--- src/rtl/pfe_pkg.sv ---
// shared constants, types and state codes for the postfix expression evaluator
`default_nettype none
package pfe_pkg;

    localparam int STACK_DEPTH = 32;
    localparam int PTR_W       = $clog2(STACK_DEPTH);
    localparam int CNT_W       = $clog2(STACK_DEPTH + 1);
    localparam int DATA_W      = 32;
    localparam int ITER_W      = $clog2(DATA_W + 1);
    localparam int SYM_W       = 8;
    localparam int STATUS_W    = 2;

    localparam logic [CNT_W-1:0] DEPTH_CNT = CNT_W'(STACK_DEPTH);

    localparam logic [SYM_W-1:0] SYM_END   = 8'h00;
    localparam logic [SYM_W-1:0] SYM_DIG0  = 8'h30;
    localparam logic [SYM_W-1:0] SYM_DIG9  = 8'h39;
    localparam logic [SYM_W-1:0] SYM_ADD   = 8'h2B;
    localparam logic [SYM_W-1:0] SYM_SUB   = 8'h2D;
    localparam logic [SYM_W-1:0] SYM_MUL   = 8'h2A;
    localparam logic [SYM_W-1:0] SYM_DIV   = 8'h2F;

    localparam logic [STATUS_W-1:0] ST_OK      = 2'd0;
    localparam logic [STATUS_W-1:0] ST_UNDER   = 2'd1;
    localparam logic [STATUS_W-1:0] ST_DIVZERO = 2'd2;
    localparam logic [STATUS_W-1:0] ST_OVER    = 2'd3;

    typedef logic [DATA_W-1:0] data_t;

    typedef enum logic [1:0] {
        FSM_IDLE,
        FSM_OPER,
        FSM_DIV,
        FSM_EMIT
    } fsm_t;

endpackage
`default_nettype wire

--- src/rtl/pfe_divider.sv ---
// iterative signed divider, truncating toward zero, one quotient bit per cycle
`default_nettype none
module pfe_divider (
    input  wire logic          aclk,
    input  wire logic          aresetn,
    input  wire logic          start,
    input  wire pfe_pkg::data_t dividend,
    input  wire pfe_pkg::data_t divisor,
    output logic               done,
    output pfe_pkg::data_t     quotient
);

    logic                          busy_reg, busy_next;
    logic                          done_reg, done_next;
    logic [pfe_pkg::ITER_W-1:0]    iter_reg, iter_next;
    pfe_pkg::data_t                rem_reg, rem_next;
    pfe_pkg::data_t                quo_reg, quo_next;
    pfe_pkg::data_t                dsr_reg, dsr_next;
    logic                          neg_reg, neg_next;
    logic [pfe_pkg::DATA_W:0]      shifted;
    logic [pfe_pkg::DATA_W:0]      diff;

    assign shifted = {rem_reg, quo_reg[pfe_pkg::DATA_W-1]};
    assign diff    = shifted - {1'b0, dsr_reg};

    always_comb begin
        busy_next = busy_reg;
        done_next = 1'b0;
        iter_next = iter_reg;
        rem_next  = rem_reg;
        quo_next  = quo_reg;
        dsr_next  = dsr_reg;
        neg_next  = neg_reg;
        if (start) begin
            busy_next = 1'b1;
            iter_next = pfe_pkg::ITER_W'(pfe_pkg::DATA_W);
            rem_next  = '0;
            quo_next  = dividend[pfe_pkg::DATA_W-1] ? (~dividend + 1'b1) : dividend;
            dsr_next  = divisor[pfe_pkg::DATA_W-1] ? (~divisor + 1'b1) : divisor;
            neg_next  = dividend[pfe_pkg::DATA_W-1] ^ divisor[pfe_pkg::DATA_W-1];
        end else if (busy_reg) begin
            rem_next  = diff[pfe_pkg::DATA_W] ? shifted[pfe_pkg::DATA_W-1:0]
                                              : diff[pfe_pkg::DATA_W-1:0];
            quo_next  = {quo_reg[pfe_pkg::DATA_W-2:0], ~diff[pfe_pkg::DATA_W]};
            iter_next = iter_reg - 1'b1;
            if (iter_reg == pfe_pkg::ITER_W'(1)) begin
                busy_next = 1'b0;
                done_next = 1'b1;
            end
        end
    end

    always_ff @(posedge aclk) begin
        if (!aresetn) begin
            busy_reg <= 1'b0;
            done_reg <= 1'b0;
            iter_reg <= '0;
        end else begin
            busy_reg <= busy_next;
            done_reg <= done_next;
            iter_reg <= iter_next;
        end
        rem_reg <= rem_next;
        quo_reg <= quo_next;
        dsr_reg <= dsr_next;
        neg_reg <= neg_next;
    end

    assign done     = done_reg;
    assign quotient = neg_reg ? (~quo_reg + 1'b1) : quo_reg;

endmodule
`default_nettype wire

--- src/rtl/postfix_expression_evaluator_unit.sv ---
// top level: operand stack memory, stack sequencer and result register
//
// channel  dir  tdata                         tuser
// s_       in   [7:0] symbol                  -
// m_       out  [31:0] value (signed)         [1:0] status
//
// digits and ignored symbols are handled in the idle state; + - * read the stack, then write back
// / reads the stack, then runs through the bit-serial divider; a zero byte reads the top of stack
// and then waits for the result register to free up
// reset empties the stack and clears the error; the stack memory itself is not cleared
// one symbol is in work at a time; a waiting result does not block digits or operators
`default_nettype none
module postfix_expression_evaluator_unit (
    input  wire logic        aclk,
    input  wire logic        aresetn,
    input  wire logic        s_tvalid,
    output logic             s_tready,
    input  wire logic [7:0]  s_tdata,   // [7:0] symbol
    output logic             m_tvalid,
    input  wire logic        m_tready,
    output logic [31:0]      m_tdata,   // [31:0] value
    output logic [1:0]       m_tuser    // [1:0] status
);

    pfe_pkg::fsm_t                     state_reg, state_next;
    logic [pfe_pkg::CNT_W-1:0]         cnt_reg, cnt_next;
    logic [pfe_pkg::STATUS_W-1:0]      err_reg, err_next;
    logic [pfe_pkg::SYM_W-1:0]         op_reg, op_next;
    logic [pfe_pkg::STATUS_W-1:0]      emit_status_reg, emit_status_next;
    logic                              emit_mem_reg, emit_mem_next;
    logic                              m_tvalid_reg, m_tvalid_next;
    pfe_pkg::data_t                    m_value_reg, m_value_next;
    logic [pfe_pkg::STATUS_W-1:0]      m_status_reg, m_status_next;

    pfe_pkg::data_t                    stack_mem [pfe_pkg::STACK_DEPTH];
    pfe_pkg::data_t                    rd_a_reg, rd_b_reg;
    logic                              rd_en;
    logic                              wr_en;
    logic [pfe_pkg::PTR_W-1:0]         wr_addr;
    pfe_pkg::data_t                    wr_data;
    logic [pfe_pkg::PTR_W-1:0]         top_addr, next_addr;

    logic                              accept;
    logic                              is_digit, is_oper;
    logic                              out_free;
    logic                              div_start, div_done;
    pfe_pkg::data_t                    div_quo;
    pfe_pkg::data_t                    alu_res;

    assign accept    = s_tvalid && s_tready;
    assign is_digit  = (s_tdata >= pfe_pkg::SYM_DIG0) && (s_tdata <= pfe_pkg::SYM_DIG9);
    assign is_oper   = (s_tdata == pfe_pkg::SYM_ADD) || (s_tdata == pfe_pkg::SYM_SUB) ||
                       (s_tdata == pfe_pkg::SYM_MUL) || (s_tdata == pfe_pkg::SYM_DIV);
    assign out_free  = !m_tvalid_reg || m_tready;
    assign top_addr  = pfe_pkg::PTR_W'(cnt_reg - 1'b1);
    assign next_addr = pfe_pkg::PTR_W'(cnt_reg - 2'd2);

    // rd_a is the right operand (top), rd_b the left one
    always_comb begin
        case (op_reg)
            pfe_pkg::SYM_ADD: alu_res = rd_b_reg + rd_a_reg;
            pfe_pkg::SYM_SUB: alu_res = rd_b_reg - rd_a_reg;
            pfe_pkg::SYM_MUL: alu_res = rd_b_reg * rd_a_reg;
            default:          alu_res = div_quo;
        endcase
    end

    always_comb begin
        state_next = state_reg;
        case (state_reg)
            pfe_pkg::FSM_IDLE: begin
                if (accept) begin
                    if (s_tdata == pfe_pkg::SYM_END) begin
                        state_next = pfe_pkg::FSM_EMIT;
                    end else if (err_reg == pfe_pkg::ST_OK && is_oper &&
                                 cnt_reg >= pfe_pkg::CNT_W'(2)) begin
                        state_next = pfe_pkg::FSM_OPER;
                    end
                end
            end
            pfe_pkg::FSM_OPER: begin
                if (op_reg == pfe_pkg::SYM_DIV && rd_a_reg != '0) begin
                    state_next = pfe_pkg::FSM_DIV;
                end else begin
                    state_next = pfe_pkg::FSM_IDLE;
                end
            end
            pfe_pkg::FSM_DIV: begin
                if (div_done) begin
                    state_next = pfe_pkg::FSM_IDLE;
                end
            end
            pfe_pkg::FSM_EMIT: begin
                if (out_free) begin
                    state_next = pfe_pkg::FSM_IDLE;
                end
            end
            default: state_next = pfe_pkg::FSM_IDLE;
        endcase
    end

    always_comb begin
        cnt_next         = cnt_reg;
        err_next         = err_reg;
        op_next          = op_reg;
        emit_status_next = emit_status_reg;
        emit_mem_next    = emit_mem_reg;
        m_tvalid_next    = m_tvalid_reg && !m_tready;
        m_value_next     = m_value_reg;
        m_status_next    = m_status_reg;
        rd_en            = 1'b0;
        wr_en            = 1'b0;
        wr_addr          = next_addr;
        wr_data          = alu_res;
        div_start        = 1'b0;
        s_tready         = 1'b0;
        case (state_reg)
            pfe_pkg::FSM_IDLE: begin
                s_tready = 1'b1;
                if (accept) begin
                    rd_en   = 1'b1;
                    op_next = s_tdata;
                    if (s_tdata == pfe_pkg::SYM_END) begin
                        // top of stack is read now, count and error clear for the next expression
                        emit_mem_next = 1'b0;
                        if (err_reg != pfe_pkg::ST_OK) begin
                            emit_status_next = err_reg;
                        end else if (cnt_reg == '0) begin
                            emit_status_next = pfe_pkg::ST_UNDER;
                        end else begin
                            emit_status_next = pfe_pkg::ST_OK;
                            emit_mem_next    = 1'b1;
                        end
                        cnt_next = '0;
                        err_next = pfe_pkg::ST_OK;
                    end else if (err_reg == pfe_pkg::ST_OK) begin
                        if (is_digit) begin
                            if (cnt_reg >= pfe_pkg::DEPTH_CNT) begin
                                err_next = pfe_pkg::ST_OVER;
                            end else begin
                                wr_en    = 1'b1;
                                wr_addr  = cnt_reg[pfe_pkg::PTR_W-1:0];
                                wr_data  = {{(pfe_pkg::DATA_W - pfe_pkg::SYM_W){1'b0}},
                                            s_tdata - pfe_pkg::SYM_DIG0};
                                cnt_next = cnt_reg + 1'b1;
                            end
                        end else if (is_oper && cnt_reg < pfe_pkg::CNT_W'(2)) begin
                            err_next = pfe_pkg::ST_UNDER;
                        end
                    end
                end
            end
            pfe_pkg::FSM_OPER: begin
                if (op_reg == pfe_pkg::SYM_DIV) begin
                    if (rd_a_reg == '0) begin
                        err_next = pfe_pkg::ST_DIVZERO;
                        cnt_next = cnt_reg - 2'd2;
                    end else begin
                        div_start = 1'b1;
                    end
                end else begin
                    wr_en    = 1'b1;
                    cnt_next = cnt_reg - 1'b1;
                end
            end
            pfe_pkg::FSM_DIV: begin
                if (div_done) begin
                    wr_en    = 1'b1;
                    cnt_next = cnt_reg - 1'b1;
                end
            end
            pfe_pkg::FSM_EMIT: begin
                if (out_free) begin
                    m_tvalid_next = 1'b1;
                    m_value_next  = emit_mem_reg ? rd_a_reg : '0;
                    m_status_next = emit_status_reg;
                end
            end
            default: ;
        endcase
    end

    always_ff @(posedge aclk) begin
        if (wr_en) begin
            stack_mem[wr_addr] <= wr_data;
        end
        if (rd_en) begin
            rd_a_reg <= stack_mem[top_addr];
            rd_b_reg <= stack_mem[next_addr];
        end
    end

    always_ff @(posedge aclk) begin
        if (!aresetn) begin
            state_reg    <= pfe_pkg::FSM_IDLE;
            cnt_reg      <= '0;
            err_reg      <= pfe_pkg::ST_OK;
            m_tvalid_reg <= 1'b0;
        end else begin
            state_reg    <= state_next;
            cnt_reg      <= cnt_next;
            err_reg      <= err_next;
            m_tvalid_reg <= m_tvalid_next;
        end
        op_reg          <= op_next;
        emit_status_reg <= emit_status_next;
        emit_mem_reg    <= emit_mem_next;
        m_value_reg     <= m_value_next;
        m_status_reg    <= m_status_next;
    end

    pfe_divider u_div (
        .aclk     (aclk),
        .aresetn  (aresetn),
        .start    (div_start),
        .dividend (rd_b_reg),
        .divisor  (rd_a_reg),
        .done     (div_done),
        .quotient (div_quo)
    );

    assign m_tvalid = m_tvalid_reg;
    assign m_tdata  = m_value_reg;
    assign m_tuser  = m_status_reg;

endmodule
`default_nettype wire

--- config.mk ---
export PLATFORM = sky130hd
export DESIGN_NAME = postfix_expression_evaluator_unit
export DESIGN_NICKNAME = d
export VERILOG_FILES = /design/src/rtl/pfe_pkg.sv /design/src/rtl/pfe_divider.sv /design/src/rtl/postfix_expression_evaluator_unit.sv
export SDC_FILE = /design/constraint.sdc
export NUM_CORES = 2
export LEC_CHECK = 0
export BUFFER_PORTS_ARGS = -buffer_cell sky130_fd_sc_hd__buf_2
export CAP_MARGIN = 20
export CELL_PAD_IN_SITES_DETAIL_PLACEMENT = 0
export CELL_PAD_IN_SITES_GLOBAL_PLACEMENT = 1
export CORE_MARGIN = 2
export CORE_UTILIZATION = 45
export DETAILED_ROUTE_END_ITERATION = 16
export PLACE_DENSITY_LB_ADDON = 0.1
export SLEW_MARGIN = 40
export SYNTH_ARGS = -nofsm -noshare
export SYNTH_HDL_FRONTEND = slang
export SYNTH_SLANG_ARGS = --single-unit
--- constraint.sdc ---
create_clock -name aclk -period 10.4 [get_ports aclk]
set_input_delay 1.56 -clock aclk [delete_from_list [all_inputs] [get_ports aclk]]
set_output_delay 1.56 -clock aclk [all_outputs]
set_load 0.1 [all_outputs]
---- Word-level counts from Yosys, hierarchy flattened ----
Memories as Yosys holds them, arrays and structs flattened. A register that Yosys moved wholly into a read port is not among the register bits.
Cells that the tools add are included.
operators by class
  add/subtract/negate cells ............... 11
  multiply operators ...................... 1
  div/mod/pow operators ................... 0
  magnitude comparators ................... 5
  equal/unequal tests ..................... 24
  shift-type cells ........................ 0
  mux-type cells .......................... 71
  bitwise gates (word level) .............. 7
  reductions and logical operators ........ 31
operator list
  cell                                                                count
  2-to-1 mux 32 bit                                                   11
  adder 32 x 1 -> 32 bit (second input constant)                      3
  inverter 32 bit                                                     3
  one-hot mux 32 bit (3 select lines)                                 1
  equality test 8 x 6 -> 1 bit (second input constant)                8
  2-to-1 mux 6 bit                                                    10
  subtractor 33 x 32 -> 33 bit                                        1
  adder 32 bit                                                        1
  logical NOT 32 bit                                                  1
  multiplier 32 x 32 -> 32 bit                                        1
  nonzero test 32 bit                                                 1
  subtractor 32 bit                                                   1
  2-to-1 mux 31 bit                                                   1
  2-to-1 mux 2 bit                                                    15
  2-to-1 mux 5 bit                                                    6
  2-to-1 mux 1 bit                                                    23
  one-hot mux 6 bit (3 select lines)                                  1
  != test 3 bit (second input constant)                               5
  AND reduction 7 bit                                                 2
  subtractor 6 x 1 -> 6 bit (second input constant)                   2
  greater-or-equal comparator 8 x 6 -> 1 bit (second input constant)  1
  <= comparator 8 x 6 -> 1 bit (second input constant)                1
  logical NOT 8 bit                                                   1
  != test 2 bit (second input constant)                               4
  other kinds (28)                                                    46
word-level totals
  register bits ........................... 161
  bits in latches ......................... 0
  bits in writable memories ............... 1024
  memory bits (read-only) ................. 0
  input bits .............................. 12
  output and inout bits ................... 36
  word-level logic and storage cells ...... 169
  memories kept ........................... 1
memory list
  memory     words  width  rd ports  clocked after memory_dff  wr ports  line                                     text
  stack_mem  32     32     2         2                         1         postfix_expression_evaluator_unit.sv:35  pfe_pkg::data_t stack_mem [pfe_pkg::STACK_DEPTH];

---- Logic depth before layout (Yosys ltp) ----
  depth in word-level cells ............... 11
  gate-level depth with buffers ........... 28
  gate-level depth less buffers ........... 26

---- Cells and area by module ----
A second synthesis with hierarchy kept.
unflattened totals
  cells, all modules ...................... 5301
  area, all modules ....................... 77579.4 um^2
modules (own cells, without submodules)
  module                             instances  cells an instance  area an instance (um^2)  sequential area each (um^2)
  postfix_expression_evaluator_unit  1          4427               69982.1                  34242.8
  pfe_divider                        1          874                7597.3                   2752.6

---- Worst setup path before layout ----
No wires, ideal clock.
  path kind ............................... reg2reg
  from .................................... register rd_a_reg[8], read port of stack_mem
  to ...................................... memory stack_mem[0][31] (netlist name) (data pin)
  library setup time ...................... 0.380 ns
  arrival time ............................ 7.923 ns
  required time ........................... 10.020 ns
  setup slack ............................. 2.096 ns
  cell stages (with the launch flop) ...... 28
  buffers on the path ..................... 2
  period minus slack after synthesis ...... 8.304 ns
  cells stage by stage .................... edfxtp_1 clkbuf_1 clkbuf_1 nand2_1 fa_1 inv_1 fa_1 fa_1 inv_1 fa_1 inv_1 fa_1 inv_1 fa_1 inv_1 fa_1 fa_1 ha_1 a21o_1 a31oi_1 a21oi_1 a221oi_1 a21boi_0 a21oi_1 o221ai_1 xnor2_1 a22oi_1 o22ai_1
on the way
  cells in the longest elaborated chain, start to end .. 8
  elaborated cells between the ends (all ways) .. 10
  classes of those cells .................. add/sub (2); mul (1); mux (7)
ends and longest elaborated chain
  element                                               line                                      text
  start, declared                                       postfix_expression_evaluator_unit.sv:36   pfe_pkg::data_t rd_a_reg, rd_b_reg;
  multiplier 32 x 32 -> 32 bit (tied with other cells)  postfix_expression_evaluator_unit.sv:63   pfe_pkg::SYM_MUL: alu_res = rd_b_reg * rd_a_reg;
  one-hot mux 32 bit (3 select lines) (*)               postfix_expression_evaluator_unit.sv:60   case (op_reg)
  2-to-1 mux 32 bit                                     postfix_expression_evaluator_unit.sv:138  if (cnt_reg >= pfe_pkg::DEPTH_CNT) begin
  2-to-1 mux 32 bit                                     postfix_expression_evaluator_unit.sv:137  if (is_digit) begin
  2-to-1 mux 32 bit                                     postfix_expression_evaluator_unit.sv:136  end else if (err_reg == pfe_pkg::ST_OK) begin
  2-to-1 mux 32 bit                                     postfix_expression_evaluator_unit.sv:123  if (s_tdata == pfe_pkg::SYM_END) begin
  2-to-1 mux 32 bit                                     postfix_expression_evaluator_unit.sv:120  if (accept) begin
  2-to-1 mux 32 bit (*)                                 postfix_expression_evaluator_unit.sv:117  case (state_reg)
  named net wr_data[31]                                 postfix_expression_evaluator_unit.sv:40   pfe_pkg::data_t wr_data;
  end, declared                                         postfix_expression_evaluator_unit.sv:35
The timed path passes the listed nets; every way through them passes the cells marked *.

---- Worst setup path in the final report ----
  from .................................... register rd_a_reg[2], read port of stack_mem
  to ...................................... memory stack_mem[2][31] (netlist name) (data pin)
Same word-level chain as after synthesis.

==> results.cfg <==
[detailed_routing]
drt_iter0_markers = 4503
wl_per_cell_um = 31.0
firstDrtPassIters = 6
drc = 0
antenna_left = 0
drt-total-wl_um = 237000
vias_per_cell = 6.12
via_count = 46600

[floorplan]
row_count = 152
die_h_um = 418
dieArea_um2 = 175000
die_x_um = 418
pin_count = 48
core_area_um2 = 171000
start_util_pct = 45.1

[logic_synthesis]
avgSynthCellArea_um2 = 14.7
ys_types = 73
synth_top_area_cell = edfxtp_1
synth_area_um2 = 77300
synth_enable_flop_cells = 1198
ys_warn_count = 0
ys_ff_latch = 1249
synth_most_common_cell = edfxtp_1
ys_seq_area_share_pct = 47.9
synth_area_leaders = edfxtp_1, mux4_2, fa_1, ha_1, and2_1
synthCells = 5252
synth_common_cells = edfxtp_1, mux4_2, inv_1, fa_1, nand2_1
synth_nets = 5880
yosys.area.top_type_share_pct = 46.6
ys_async_sr_fraction_pct = 0
synth-main-ff-cell = edfxtp_1

[worst_setup_path]
cp.required_ns = 10.87
cp.arrival_ns = 9.49
start_kind = register
crit_path_end = stack_mem[2][31]
path_max_fanout = 32
critPathKind = reg -> reg
crit_path_end_kind = register
critPathLaunch = rd_a_reg[2]
reg2reg_to = stack_mem[2][31]
worstRegToRegCells = 25
reg2reg_from = rd_a_reg[2]
r2r_slack_ns = 1.39

[finish]
largest_register_ffs = 1024
nNetsFinal = 5910
drive_gt1_share_pct = 23.2
top_register = stack_mem
fillCellCount = 14400
syn2layout_area_growth_pct = 11.5

[grt]
antenna_found_initial = 13
grt_first_pass_wirelength_um = 343000
grt_overflow = 0
grt.total_usage_pct = 27.5
grt_max_degree = 126
grt_pass1_vias = 48100

[placed_design]
place_hpwl_um = 155000
place.gp.congestion = 0.913
io_buffers = 47

[clocking]
ctsResizeCount = 0
holdBufCountCts = 0
cts_tree = built
cts_root_buf = clkbuf_16
cts_buffers = 144
cts_sinks = 1249
clkTransAtPathRegs_ns = 0.06
cts.htree.levels = 4
clockBufferDepth = 3
insertion_delay_ns = 0.82
cts_setup_buffers = 0

[sta]
drv_slew = 0
fin_skew_ns = 0.0793
period_share_pct = 86.6
relSlewSlack_pct = 43.4
finalHoldViolations = 0
setup_viol = 0
tns_ns = 0
timing.fmax_mhz = 111
worst_pin_slew_ns = 0.849
rsz0062_at_grt = false
worst_hold_slack_ns = 0.428
period_needed_ns = 9.01

[worst_hold_path]
holdCritPathClass = reg -> reg

[status]
outcome = completed

[flow_run]
drv_cap = 0
worst min path at each step:
stage,from,endpoint,cells past startpoint
detailed placement,emit_status_reg[0],m_tuser[0],0
CTS,emit_status_reg[0],m_tuser[0],0
global placement,emit_status_reg[0],m_tuser[0],0
finish,emit_status_reg[0],m_tuser[0],0
global route,emit_status_reg[1],m_tuser[1],0
floorplan,emit_status_reg[0],m_tuser[0],0
placed cells by master, fill, tap and decap left out, drive strengths merged, types with 99 or more instances in the layout:
cell type / count
a21oi: 136
and2: 346
buf: 230
clkbuf: 173
edfxtp: 1198
fa: 410
ha: 206
inv: 457
mux4: 640
nand2: 367
nor2: 179
o21ai: 99
xnor2: 158
xor2: 112
cell families (layout without fill, tap and decap cells):
logic type	Yosys count	count (layout)	synth area share (%)
fa+ha+maj	616	616	14.0
compound gates	493	493	4.11
mux	736	736	20.0
simple gates	1089	1089	7.09
buf+inv	799	935	3.90
flops	1249	1249	47.9
xor+xnor	270	270	3.06
other cells	0	2	0
metrics by stage:
| stage | utilization (%) | cells | cell area (um^2) | setup slack, ns |
|---|---|---|---|---|
| after CTS | 50.2 | 7610 | 86000 | 1.36 |
| after global routing | 50.3 | 7621 | 86200 | 1.01 |
| after global placement | 47.2 | 7340 | 80700 | 1.27 |
| after floorplan | - | 5252 | 77300 | 2.10 |
| after detailed placement | 47.4 | 7358 | 81200 | 1.39 |
| final | 50.4 | 7623 | 86200 | 1.39 |
final cells by class:
cell class,count,area [um^2],area share (%)
tap,2233,2790,3.24
clock inverter,79,1040,1.21
clock buffer,173,3770,4.38
sequential,1249,37000,42.9
timing repair buffer,230,1980,2.30
inverter,453,1710,1.98
antenna,2,5.00,0.00581
multi-input combinational,3204,37900,43.9
critical path, stage by stage (launching register included):
cell      delay [ns]
edfxtp_1        0.73
and2_1          0.34
fa_1            0.54
inv_1           0.05
fa_1            0.49
fa_1            0.47
fa_1            0.56
inv_1           0.05
fa_1            0.49
inv_1           0.05
fa_1            0.55
inv_1           0.06
fa_1            0.46
fa_1            0.38
ha_1            0.38
a21o_1          0.20
a31oi_1         0.23
a21oi_1         0.13
a221oi_1        0.41
a21boi_0        0.57
a21oi_1         0.26
o221ai_1        0.30
xnor2_1         0.10
a22oi_1         0.34
o22ai_2         0.22
buf_4           0.31
routing by layer:
metal	track usage, %	wire length [um]
met5	0	31
met4	7.77	6890
met3	3.72	14600
met2	45.5	116000
met1	38.2	99100
Power is left out: the tool's default activity adds up to more than one toggle a clock period on the data nets, which glitch-free logic cannot reach.
